===== src/rtl/core/mmie_pkg.sv =====
// shared types, op codes and helper functions of the instruction executor
`timescale 1ns / 1ps

package mmie_pkg;

    // memory depth must be a power of two, addresses wrap by keeping the low bits
    localparam int MEM_WORDS   = 1024;
    localparam int WORD_BITS   = 32;
    localparam int ADDR_BITS   = $clog2(MEM_WORDS);
    localparam int PC_BITS     = 10;
    localparam int OPA_BITS    = 32;
    localparam int OPB_BITS    = 10;
    localparam int OUT_BITS    = 32;
    localparam int QUEUE_DEPTH = 2;

    localparam logic [3:0] OP_SET       = 4'd0;
    localparam logic [3:0] OP_COPY      = 4'd1;
    localparam logic [3:0] OP_COPY_ISRC = 4'd2;
    localparam logic [3:0] OP_ADD_IMM   = 4'd3;
    localparam logic [3:0] OP_ADD       = 4'd4;
    localparam logic [3:0] OP_SUB       = 4'd5;
    localparam logic [3:0] OP_JUMP_LE   = 4'd6;
    localparam logic [3:0] OP_COPY_IDST = 4'd7;
    localparam logic [3:0] OP_HALT      = 4'd8;
    localparam logic [3:0] OP_LOAD      = 4'd9;
    localparam logic [3:0] OP_READ      = 4'd10;

    typedef logic [WORD_BITS-1:0] word_t;
    typedef logic [ADDR_BITS-1:0] addr_t;

    typedef struct packed {
        logic [3:0]                 op;
        logic signed [OPA_BITS-1:0] operand_a;
        logic [OPB_BITS-1:0]        operand_b;
    } in_t;

    typedef struct packed {
        logic [PC_BITS-1:0]         next_pc;
        logic                       halted;
        logic signed [OUT_BITS-1:0] read_value;
    } out_t;

    typedef enum logic [3:0] {
        K_NOP,
        K_LOAD,
        K_READ,
        K_SET,
        K_COPY,
        K_COPY_ISRC,
        K_ADD_IMM,
        K_ADD,
        K_SUB,
        K_JUMP_LE,
        K_COPY_IDST,
        K_HALT
    } kind_t;

    typedef struct packed {
        kind_t              kind;
        addr_t              addr_a;
        addr_t              addr_b;
        word_t              imm;
        logic [PC_BITS-1:0] target;
    } cmd_t;

    typedef enum logic [1:0] {
        S_IDLE,
        S_RD1,
        S_RD2,
        S_WR
    } state_t;

    // instructions that the halt flag blocks
    function automatic logic is_exec(input kind_t k);
        logic r;
        case (k) inside
            K_SET, K_COPY, K_COPY_ISRC, K_ADD_IMM, K_ADD, K_SUB,
            K_JUMP_LE, K_COPY_IDST, K_HALT: r = 1'b1;
            default:                         r = 1'b0;
        endcase
        return r;
    endfunction

    // two's complement word to address, negative values count back from the top
    function automatic addr_t word_to_addr(input word_t w);
        logic [ADDR_BITS+WORD_BITS-1:0] ext;
        ext = {{ADDR_BITS{w[WORD_BITS-1]}}, w};
        return ext[ADDR_BITS-1:0];
    endfunction

endpackage


===== src/rtl/core/mmie_fifo.sv =====
// short command queue between the front end and the execution unit
`timescale 1ns / 1ps

module mmie_fifo (
    input  logic           clk,
    input  logic           rst_n,
    input  logic           push,
    input  mmie_pkg::cmd_t wdata,
    output logic           full,
    input  logic           pop,
    output mmie_pkg::cmd_t rdata,
    output logic           empty
);
    import mmie_pkg::*;

    localparam int PTR_BITS = (QUEUE_DEPTH > 1) ? $clog2(QUEUE_DEPTH) : 1;
    localparam int CNT_BITS = $clog2(QUEUE_DEPTH + 1);

    cmd_t                entry_reg [QUEUE_DEPTH];
    logic [PTR_BITS-1:0] wr_ptr_reg, wr_ptr_next;
    logic [PTR_BITS-1:0] rd_ptr_reg, rd_ptr_next;
    logic [CNT_BITS-1:0] count_reg, count_next;

    assign full  = (count_reg == CNT_BITS'(QUEUE_DEPTH));
    assign empty = (count_reg == '0);
    assign rdata = entry_reg[rd_ptr_reg];

    always_comb
    begin
        wr_ptr_next = wr_ptr_reg;
        rd_ptr_next = rd_ptr_reg;
        count_next  = count_reg;
        if (push)
        begin
            wr_ptr_next = (wr_ptr_reg == PTR_BITS'(QUEUE_DEPTH - 1)) ? '0
                                                                      : wr_ptr_reg + 1'b1;
        end
        if (pop)
        begin
            rd_ptr_next = (rd_ptr_reg == PTR_BITS'(QUEUE_DEPTH - 1)) ? '0
                                                                      : rd_ptr_reg + 1'b1;
        end
        if (push && !pop)
        begin
            count_next = count_reg + 1'b1;
        end
        else if (pop && !push)
        begin
            count_next = count_reg - 1'b1;
        end
    end

    always_ff @(posedge clk or negedge rst_n)
    begin
        if (!rst_n)
        begin
            wr_ptr_reg <= '0;
            rd_ptr_reg <= '0;
            count_reg  <= '0;
        end
        else
        begin
            wr_ptr_reg <= wr_ptr_next;
            rd_ptr_reg <= rd_ptr_next;
            count_reg  <= count_next;
        end
    end

    always_ff @(posedge clk)
    begin
        if (push)
        begin
            entry_reg[wr_ptr_reg] <= wdata;
        end
    end

endmodule


===== config.mk =====
export PLATFORM = sky130hd
export DESIGN_NAME = mmie_fifo
export DESIGN_NICKNAME = d
export VERILOG_FILES = /design/src/rtl/core/mmie_pkg.sv /design/src/rtl/core/mmie_fifo.sv
export SDC_FILE = /design/constraint.sdc
export NUM_CORES = 1
export LEC_CHECK = 0
export BUFFER_PORTS_ARGS = -buffer_cell sky130_fd_sc_hd__buf_2
export CORE_MARGIN = 2
export CORE_UTILIZATION = 33
export CTS_BUF_LIST = sky130_fd_sc_hd__clkbuf_16
export CTS_CLUSTER_SIZE = 40
export DETAILED_ROUTE_END_ITERATION = 10
export PLACE_DENSITY = 0.52
export SLEW_MARGIN = 15
export SYNTH_ARGS = -nofsm -noshare
export SYNTH_HDL_FRONTEND = slang
export SYNTH_SLANG_ARGS = --single-unit

===== constraint.sdc =====
create_clock -name clk -period 6.9 [get_ports clk]
set_input_delay 1.035 -clock clk [delete_from_list [all_inputs] [get_ports clk]]
set_output_delay 1.035 -clock clk [all_outputs]
set_load 0.02 [all_outputs]

; ---- Word-level counts from Yosys, hierarchy flattened
; Memory sizes are Yosys's and may differ from the RTL's.
; Index checks and enable logic that the tools add are counted.
[word_totals]
out_inout_bits = 68
ramBits = 132
mem_count = 1
register_bits = 4
[op_classes]
addsub = 4
n_eq_ne = 1
mux = 6
n_reduce_logical = 6
[mem_list]
columns = memory, depth, width, read_ports, rd_ports_with_merged_regs, wr, line
row1 = entry_reg, 2, 66, 1, 0, 1, mmie_fifo.sv:19  ; cmd_t entry_reg [QUEUE_DEPTH];
[op_table]
columns = operator, n
row1 = two-way mux 1 bit, 4
row2 = two-way mux 2 bit, 2
row3 = "adder 1 bit, second input constant", 2
row4 = "adder 2 x 1 -> 2 bit, second input constant", 1
row5 = "== test 2 bit, second input constant", 1
row6 = logical AND 1 bit, 2
row7 = zero test 1 bit, 2
row8 = zero test 2 bit, 1
row9 = nonzero test 2 bit, 1
row10 = "subtractor 2 x 1 -> 2 bit, second input constant", 1

; ---- Logic depth before layout (Yosys ltp)
; Gate-level depths: netlist (run 1).
[depth]
ltp_word = 4
ltp_mapped = 5
ltp_nobuf = 5

; ---- Least setup slack after synthesis (run 1)
; OpenSTA, ideal clock, no wires.
[synth_path]
kind = input -> register
from = input push
to = memory entry_reg[0][0] in the netlist's numbering, enable pin
cell_stages = 1
setup_time_ps = 498
arrival_time_ps = 3935
setup_slack_ps = 2467
path_buffers = 0
t_required_ps = 6402
cell_sequence = nor2b_1
[synth_via]
elab_chain_len = 2
[synth_lines]
columns = item, line
row1 = from (decl), mmie_fifo.sv:7  ; input logic push,
row2 = two-way mux 1 bit, mmie_fifo.sv:71  ; if (push)
row3 = two-way mux 1 bit (implied by the code), mmie_fifo.sv:73  ; entry_reg[wr_ptr_reg] <= wdata;
row4 = to (decl), mmie_fifo.sv:19
; Every way passes these cells.

==> flow_metrics.tcl, run 1 <==
set metrics [dict create \
    status "finished, final reports clean" \
    insertion_delay_ns 0.41 \
    cts_buffers 17 \
    max_freq_ghz 0.311 \
    vdd_drop_max_mv 0.181 \
    cp_data_required_time_ns 5.86 \
    start_kind "flip-flop" \
    cp-end-kind "output pin" \
    initialDrtViolationCount 78 \
    cap_violations 0 \
    largest_reg_flops 132 \
    drc 0 \
    yosys_most_used_dff "edfxtp_1" \
    cts_tree "done" \
    n_antenna_cell 0 \
    dr_wl_met3_um 760 \
    cts.sinks 136 \
    dieArea_sq_um 16300 \
    finalSetupTns_ns 0 \
    num-nets-final 442 \
    placed_area_sq_um 5950 \
    synthArstFlopShare_pct 2.94 \
    synthToLayoutAreaGrowth_pct 29.0 \
    path_cells "mux2_2, buf_2" \
    grt_pass1_vias 2646 \
    yosys_warnings 0 \
    fin_skew_ns 0.0179 \
    syn_nets 292 \
    gp_congestion 0.633 \
    synthTopCellsByArea "edfxtp_1, mux2_4, mux2_2" \
    slowest_delay_ns 1.15 \
    worst-path-buf-inv 1 \
    hold_viol 0 \
    powerDensity_nw_per_um2 446 \
    die_h_um 128 \
    post-synth-top-count-cell "edfxtp_1" \
    io_buffer_count 137 \
    io_pins 138 \
    viasPerCell 4.38 \
    grt_use_total_pct 11.3 \
    clockBufferDepth 2 \
    antenna_found_initial 0 \
    cts-root-buf "clkbuf_16" \
    dr.pass1.iters 4 \
    post-route-util_pct 43.3 \
    grt_max_degree 68 \
    drt-total-wl_um 8880 \
    synth_top_area_share_pct 78.3 \
    avgSynthCellArea_sq_um 22.9 \
    synth_edf_count 132 \
    p_leak_nw 2.55 \
    critical-path-slowest-cell "dfrtp_4" \
    grt_overflow_total 0 \
    period_needed_ns 3.22 \
    criticalPathCategory "flip-flop to output pin" \
    slew_headroom_pct 27.6 \
    core_sq_um 15100 \
    syn_inst 221 \
    dr_wl_met2_um 4380 \
    top_layer "met4" \
    ys_ff_latch 136 \
    setup_violations 0 \
    critPathArrivalTime_ns 2.18 \
    ctsResizeCount 0 \
    finalCritPeriodShare_pct 46.6 \
    rsz0062_at_grt "false" \
    fin_area_sq_um 6530 \
    syn_area_sq_um 5060 \
    hold_class "primary input to async pin" \
    wire_per_inst_um 15.5 \
    tightest_slew_ns 1.09 \
    critPathMaxFanout 67 \
    synth_cell_types 14 \
    post_cts_buffers 0 \
    yosys.area.top_type "edfxtp_1" \
    die_w_um 128 \
    cts-hold-fix-buffers 0 \
    slew_violations 0 \
    drive_above_1_share_pct 61.5 \
    synth_commonest_cells "edfxtp_1, mux2_2, mux2_4" \
    num_vias 2503 \
    initial_core_util_pct 33.5 \
    ant_nets 0 \
    htree_levels 4 \
    grt_pass1_wl_um 13400 \
    fin_cells 572 \
    clk_pin_slew_worst_paths_ns 0.06 \
    dp_hpwl_um 5200 \
    cp_top_family "flip-flops" \
    met1_length_um 3690 \
    rows 45 \
    finalPower_mw 2.91 \
    synth_seq_area_share_pct 80.3 \
    dp.cells 540 \
]
==> worst register-to-register path: stages, from the launching register on <==
cell     delay (ns)
dfrtp_1        0.42
nor2b_4        0.11
buf_4          0.71
==> through the flow <==
stage                     setup WS (ns)  hold slack (ns)
after floorplan                    2.47            0.455
after global placement             4.07            0.472
after detailed placement           4.06            0.474
after CTS                          3.59            0.405
after global routing               3.53            0.398
final                              3.68            0.415
==> logic make-up (layout without fill, tap and decap cells) <==
logic type    Yosys count  after routing  synth area share [%]
mux                    66             66                  16.9
xor+xnor                5              5                 0.865
flops                 136            136                  80.3
buf+inv                 8            171                  1.19
fa+ha+maj               1              1                 0.247
simple gates            5              5                 0.519
==> area by class of cell <==
type,instances,area (sq um)
well taps,188,235
flip-flops and latches,136,4070
repair buffers,138,693
inverters,1,3.75
multi-input cells,77,948
clock buffers,17,425
fillers,1376,8560
clock inverters,15,159
==> per-layer routing <==
layer	GRT usage, %	up-vias
met5	0	-
met4	4.65	0
met3	6.01	5
met2	18.0	97
met1	12.7	1228
li1	-	1173
==> path summary, 6_finish.rpt <==
check,startpoint,end,slack [ns],depth (start not counted)
hold reg to reg,count_reg[1],count_reg[1],0.49,1
setup / recovery,rd_ptr_reg,rdata[53],3.68,2
max in group asynchronous,rst_n,rd_ptr_reg,6.35,1
hold / removal,rst_n,rd_ptr_reg,0.42,1
min in group clk,count_reg[1],count_reg[1],0.49,1
setup reg to reg,wr_ptr_reg,entry_reg[0][61],5.21,2
==> power by group <==
group          switching, mW  internal [mW]
logic                  0.423          0.368
clock network          0.328          0.562
registers              0.133           1.10
==> layout by cell type, fill, tap and decap left out, types with 2 or more instances in the layout <==
master	count
xor2_1	4
clkinv_2	5
clkinvlp_4	2
mux2_4	30
buf_2	137
dfrtp_1	3
nor2_1	2
bufinv_16	3
clkbuf_16	17
edfxtp_1	132
clkinv_1	3
mux2_2	36
(Power assumes the default switching activity.)
==> run 2, diff against run 1 <==
--- a/config.mk
+++ b/config.mk
@@ -5,13 +5,14 @@
 export SDC_FILE = /design/constraint.sdc
 export NUM_CORES = 1
 export LEC_CHECK = 0
+export ABC_AREA = 1
 export BUFFER_PORTS_ARGS = -buffer_cell sky130_fd_sc_hd__buf_2
 export CORE_MARGIN = 2
 export CORE_UTILIZATION = 33
 export CTS_BUF_LIST = sky130_fd_sc_hd__clkbuf_16
 export CTS_CLUSTER_SIZE = 40
 export DETAILED_ROUTE_END_ITERATION = 10
-export PLACE_DENSITY = 0.52
+export PLACE_DENSITY = 0.51
 export SLEW_MARGIN = 15
 export SYNTH_ARGS = -nofsm -noshare
 export SYNTH_HDL_FRONTEND = slang
==> constraint.sdc (replaced) <==
create_clock -name clk -period 3.33 [get_ports clk]
set_input_delay 0.4995 -clock clk [delete_from_list [all_inputs] [get_ports clk]]
set_output_delay 0.4995 -clock clk [all_outputs]
set_load 0.02 [all_outputs]
==> run 2 against run 1 <==
  * Die area rose by 0.38%
  * Synthesized cell count rose by 4.1%
  * Sequential share of layout area is essentially flat
  * Global-route usage rose by 0.42 points
  * Worst setup slack lost 3.0 ns
  * Clock-buffer cell count unchanged
  * Clock skew down 0.011 ns
  * Critical path type unchanged
  * Critical path depth up 1
  * Sequential power grew 100%
  * Routed wire length is 1.1% higher
  * Final cell count is 2.3% higher
  * Largest cell class unchanged
==> flow_metrics.tcl, run 2 <==
set metrics [dict create \
    path_cells "buf_12, mux2_2, buf_2" \
    n_antenna_cell 0 \
    synth_edf_count 132 \
    worst-path-buf-inv 2 \
    synth_cell_types 15 \
    synthArstFlopShare_pct 2.94 \
    slew_violations 0 \
    ctsResizeCount 0 \
    dieArea_sq_um 16400 \
    drt-total-wl_um 8980 \
    synthToLayoutAreaGrowth_pct 28.6 \
    rows 45 \
    critPathArrivalTime_ns 2.12 \
    synth_commonest_cells "edfxtp_1, mux2_2, mux2_4" \
    wire_per_inst_um 15.3 \
    grt_max_degree 42 \
    mostFrequentLayoutCell "buf_2" \
    fin_skew_ns 0.00665 \
    dr.pass1.iters 4 \
    max_freq_ghz 0.382 \
    post_cts_buffers 0 \
    ant_nets 0 \
    largest_reg_flops 132 \
    synthTopCellsByArea "edfxtp_1, mux2_4, mux2_2" \
    comb_power_share_pct 30.2 \
    die_w_um 128 \
    tightest_slew_ns 0.679 \
    critical-path-slowest-cell "dfrtp_4" \
    sequentialPowerShare_pct 42.2 \
    register_area_sq_um 4070 \
    drc 0 \
    post-synth-top-count-cell "edfxtp_1" \
    io_pins 138 \
    cts-root-buf "clkbuf_16" \
    num_vias 2600 \
    setup_violations 0 \
    setup_ws_ns 0.715 \
    die_h_um 128 \
    cts_buffers 17 \
    avgSynthCellArea_sq_um 22.1 \
    start_kind "flip-flop" \
    status "finished, final reports clean" \
    yosys_most_used_dff "edfxtp_1" \
    p_clk_share_pct 27.6 \
    slowest_delay_ns 0.84 \
    syn_nets 301 \
    initialDrtViolationCount 136 \
    insertion_delay_ns 0.41 \
    p_leak_nw 2.61 \
    fin_cells 585 \
    htree_levels 4 \
    syn_inst 230 \
    drive_above_1_share_pct 58.4 \
    ys_ff_latch 136 \
    dp_hpwl_um 5700 \
    powerDensity_nw_per_um2 897 \
    place_ws_ns 1.10 \
    finalCritPeriodShare_pct 78.5 \
    grt_pass1_wl_um 14000 \
    cp-end-kind "output pin" \
    switchingPower_mw 1.81 \
    clk_pin_slew_worst_paths_ns 0.05 \
    hold_viol 0 \
    initial_core_util_pct 33.6 \
    finalSetupTns_ns 0 \
    rsz0062_at_grt "false" \
    viasPerCell 4.44 \
    dp.cells 552 \
    fill_cells 1367 \
    p_int_mw 4.05 \
    cts.sinks 136 \
    slew_headroom_pct 54.7 \
    criticalPathCategory "flip-flop to output pin" \
    cap_violations 0 \
    multiInputGateArea_sq_um 943 \
    core_sq_um 15100 \
    period_needed_ns 2.62 \
    grt_pass1_vias 2777 \
    grt_use_total_pct 11.7 \
    num-nets-final 455 \
    grt_overflow_total 0 \
    gp_congestion 0.677 \
    yosys.area.top_type "edfxtp_1" \
    cts_tree "done" \
    cp_data_required_time_ns 2.83 \
    yosys_warnings 0 \
    antenna_found_initial 0 \
    critPathMaxFanout 39 \
    clockBufferDepth 2 \
    syn_area_sq_um 5080 \
    synth_top_area_share_pct 78.0 \
    cts-hold-fix-buffers 1 \
    synth_seq_area_share_pct 80.0 \
    p_sw_share_pct 30.9 \
    most-common-layout-cells "buf_2, edfxtp_1, mux2_2, mux2_4, clkbuf_16" \
    cp_top_family "flip-flops" \
    io_buffer_count 137 \
    vdd_drop_max_mv 0.443 \
    hold_class "primary input to flip-flop" \
]
==> run 2: cell count changes after synthesis, sizes merged <==
cell,previous run,this run
nand3,0,1
xor2,4,2
nand4,0,1
nor2,2,3
nor2b,2,0
nand2,0,5
and2,1,0
inv,1,7
==> run 2: worst paths after layout <==
kind | startpoint | to | slack [ns] | cells after the start
setup / recovery | rd_ptr_reg | rdata[37] | 0.71 | 3
hold / removal | wdata[4] | entry_reg[1][4] | 0.27 | 1
hold reg to reg | count_reg[1] | count_reg[1] | 0.51 | 2
setup reg to reg | wr_ptr_reg | entry_reg[0][22] | 1.63 | 2
min in group asynchronous | rst_n | count_reg[0] | 0.42 | 2
max in group asynchronous | rst_n | rd_ptr_reg | 2.77 | 2
==> run 2: worst reg2reg max path: cells and delay by family, from the launching register on <==
family | cells | cell delay (ns)
AND/OR/NAND/NOR | 1 | 0.47
buffers and inverters | 1 | 0.45
flip-flops | 1 | 0.42
==> run 2: cell families (layout without fill, tap and decap cells) <==
| logic type | Yosys count | in the layout | share of synthesized area (%) |
|---|---|---|---|
| buf+inv | 14 | 181 | 1.62 |
| xor+xnor | 3 | 3 | 0.517 |
| mux | 66 | 66 | 16.8 |
| fa+ha+maj | 1 | 1 | 0.246 |
| flops | 136 | 136 | 80.0 |
| simple gates | 10 | 10 | 0.812 |
==> run 2: cell type report <==
cell class | count | area share, %
Sequential cell | 136 | 62.2
Multi-Input combinational cell | 80 | 14.4
Timing Repair Buffer | 142 | 11.5
Clock buffer | 17 | 6.51
Tap cell | 188 | 3.60
Clock inverter | 15 | 1.34
Inverter | 7 | 0.402
==> run 2: power by group through the flow <==
stage / registers [mW] / clock network [mW] / logic [mW]
2_1_floorplan: 2.39 / 0 / 1.37
3_3_place_gp: 2.50 / 0 / 1.80
3_5_place_dp: 2.52 / 0 / 1.80
4_1_cts: 2.48 / 1.68 / 1.81
5_1_grt: 2.52 / 1.75 / 1.89
6_report: 2.47 / 1.62 / 1.77
==> run 2: through the flow <==
| step | util (%) | hold WS [ns] | power (mW) | area, sq um |
|---|---|---|---|---|
| 2_1_floorplan | - | 0.204 | 3.76 | 5080 |
| 3_3_place_gp | 39.7 | 0.316 | 4.30 | 6010 |
| 3_5_place_dp | 39.7 | 0.319 | 4.32 | 6010 |
| 4_1_cts | 43.2 | 0.246 | 5.97 | 6540 |
| 5_1_grt | 43.2 | 0.245 | 6.16 | 6540 |
| 6_report | 43.2 | 0.267 | 5.86 | 6540 |
==> run 2: metal layers <==
| layer | vias to the layer above | global-route usage [%] | wire length, um |
|---|---|---|---|
| met2 | 100 | 18.6 | 4310 |
| li1 | 1209 | - | - |
| met3 | 19 | 4.80 | 584 |
| met5 | - | 0 | 0 |
| met4 | 0 | 6.40 | 202 |
| met1 | 1272 | 13.5 | 3880 |
==> run 3, diff against run 2 <==
==> constraint.sdc (replaced) <==
create_clock -name clk -period 2.5 [get_ports clk]
set_input_delay 0.375 -clock clk [delete_from_list [all_inputs] [get_ports clk]]
set_output_delay 0.375 -clock clk [all_outputs]
set_load 0.02 [all_outputs]
==> run 3 against run 2 <==
  * Core utilization grew 0.41 points
  * Sequential power grew 30%
  * Via count is essentially flat
  * Flip-flop and latch count is the same
  * Register-to-register slack lost 0.49 ns
  * Routed wire length grew 3.5%
  * Non-clock buffer count grew 3
  * Design area grew 0.96%
  * Clock power grew 41%
  * Global-route usage grew 0.16 points
  * Clock skew shrank 0.0012 ns
  * Worst setup slack lost 0.41 ns
  * Largest power group unchanged
==> flow_metrics.tcl, run 3 (synthesized netlist as in run 2, its figures left out) <==
set metrics [dict create \
    status "finished, final reports clean" \
    comb_power_share_pct 31.2 \
    slew_headroom_pct 67.4 \
    cts-root-buf "clkbuf_16" \
    sequentialPowerShare_pct 40.2 \
    tightest_slew_ns 0.488 \
    clk_pin_slew_worst_paths_ns 0.05 \
    hold_viol 0 \
    io_pins 138 \
    setup_violations 0 \
    critPathMaxFanout 26 \
    critPathArrivalTime_ns 1.82 \
    criticalPathCategory "flip-flop to output pin" \
    hold_class "primary input to flip-flop" \
    rr_worst_depth 2 \
    finalCritPeriodShare_pct 87.9 \
    post-route-util_pct 43.6 \
    num-nets-final 458 \
    grt_pass1_wl_um 14100 \
    cap_violations 0 \
    core_sq_um 15100 \
    grt_overflow_total 0 \
    timing.rr.end "entry_reg[0][23]" \
    initial_core_util_pct 33.6 \
    period_needed_ns 2.20 \
    p_int_mw 5.55 \
    mostFrequentLayoutCell "buf_2" \
    hold_path_depth 1 \
    dr.pass1.iters 4 \
    reg2reg_from "wr_ptr_reg" \
    htree_levels 4 \
    drt-total-wl_um 9290 \
    finalPower_mw 8.00 \
    p_clk_share_pct 28.6 \
    dieArea_sq_um 16400 \
    ant_nets 0 \
    cts_tree "done" \
    p_sw_share_pct 30.6 \
    powerDensity_nw_per_um2 1210 \
    drive_above_1_share_pct 59.5 \
    finalSetupTns_ns 0 \
    switchingPower_mw 2.45 \
    cp-end-kind "output pin" \
    die_h_um 128 \
    num_vias 2599 \
    antenna_found_initial 2 \
    grt_max_degree 34 \
    n_antenna_cell 0 \
    cts.sinks 136 \
    p_leak_nw 2.62 \
    startpoint "rd_ptr_reg" \
    max_freq_ghz 0.455 \
    insertion_delay_ns 0.41 \
    die_w_um 128 \
    dp_hpwl_um 5900 \
    rsz0062_at_grt "false" \
    vdd_drop_max_mv 0.524 \
    drc 0 \
    most-common-layout-cells "buf_2, edfxtp_1, mux2_2, mux2_4, clkbuf_16" \
    crit_end "rdata[53]" \
    rows 45 \
    grt_pass1_vias 2710 \
    largest_reg_flops 132 \
    clockBufferDepth 2 \
    slew_violations 0 \
    start_kind "flip-flop" \
    viasPerCell 4.42 \
    gp_congestion 0.667 \
    wire_per_inst_um 15.8 \
    fin_skew_ns 0.00541 \
    grt_use_total_pct 11.9 \
    cp_data_required_time_ns 2.12 \
    io_buffer_count 137 \
    r2r_slack_ns 1.14 \
    cts_buffers 17 \
    synthToLayoutAreaGrowth_pct 29.8 \
    initialDrtViolationCount 126 \
]
## run 3: cell types whose count changed in the layout (fill, tap and decap cells not counted)
cell,before,now
buf_16,0,1
bufinv_16,1,2
inv_1,15,9
buf_4,2,5
clkinv_2,4,5
clkinv_4,0,1
clkinv_1,1,4
buf_12,2,1
## run 3: worst max-delay path, stage by stage, from the launching register on
cell     delay, ns
dfrtp_4       0.62
buf_12        0.26
mux2_2        0.37
buf_2         0.16
## run 3: what timing repair did
action,in CTS,in global routing
resized for setup,0,0
hold buffers,1,0
hold endpoints to repair,4,0
setup buffers,0,1
endpoints found under the setup margin,0,10
## run 3: how the worst min path moves through the flow
stage               startpoint               end  slack (ns)
global placement         rst_n      count_reg[1]        0.19
detailed placement       rst_n      count_reg[0]        0.19
floorplan                rst_n      count_reg[0]        0.08
CTS                  wdata[13]  entry_reg[0][13]        0.12
finish                wdata[3]   entry_reg[1][3]        0.15
global route         wdata[64]  entry_reg[1][64]        0.13
## run 3: power groups by stage
stage,clock (mW),combinational [mW],sequential (mW)
after global placement,0,2.43,3.30
after floorplan,0,1.83,3.17
after CTS,2.38,2.44,3.29
after global routing,2.48,2.68,3.27
final,2.29,2.50,3.21
after detailed placement,0,2.43,3.33
## run 3: layout make-up
class                           instances  area [sq um]
Tap cell                              188           235
Fill cell                            1369          8550
Inverter                                7          26.3
Clock inverter                         15           120
Multi-Input combinational cell         80           943
Timing Repair Buffer                  145           781
Clock buffer                           17           425
Sequential cell                       136          4070
## run 3: per-stage QoR
stage               cells  cell area [sq um]  worst slack, ns  hold WS [ns]
floorplan             230               5090            0.328        0.0794
global placement      554               6020            0.491         0.189
detailed placement    554               6020            0.472         0.195
CTS                   587               6570           0.0151         0.123
global route          588               6600            0.197         0.126
finish                588               6600            0.303         0.154
## run 3: metal layers
layer | track usage, % | vias up | wire [um]
li1 | - | 1218 | -
met5 | 0 | - | 12
met3 | 5.72 | 17 | 705
met1 | 13.4 | 1274 | 3760
met2 | 19.2 | 88 | 4660
met4 | 5.24 | 2 | 154
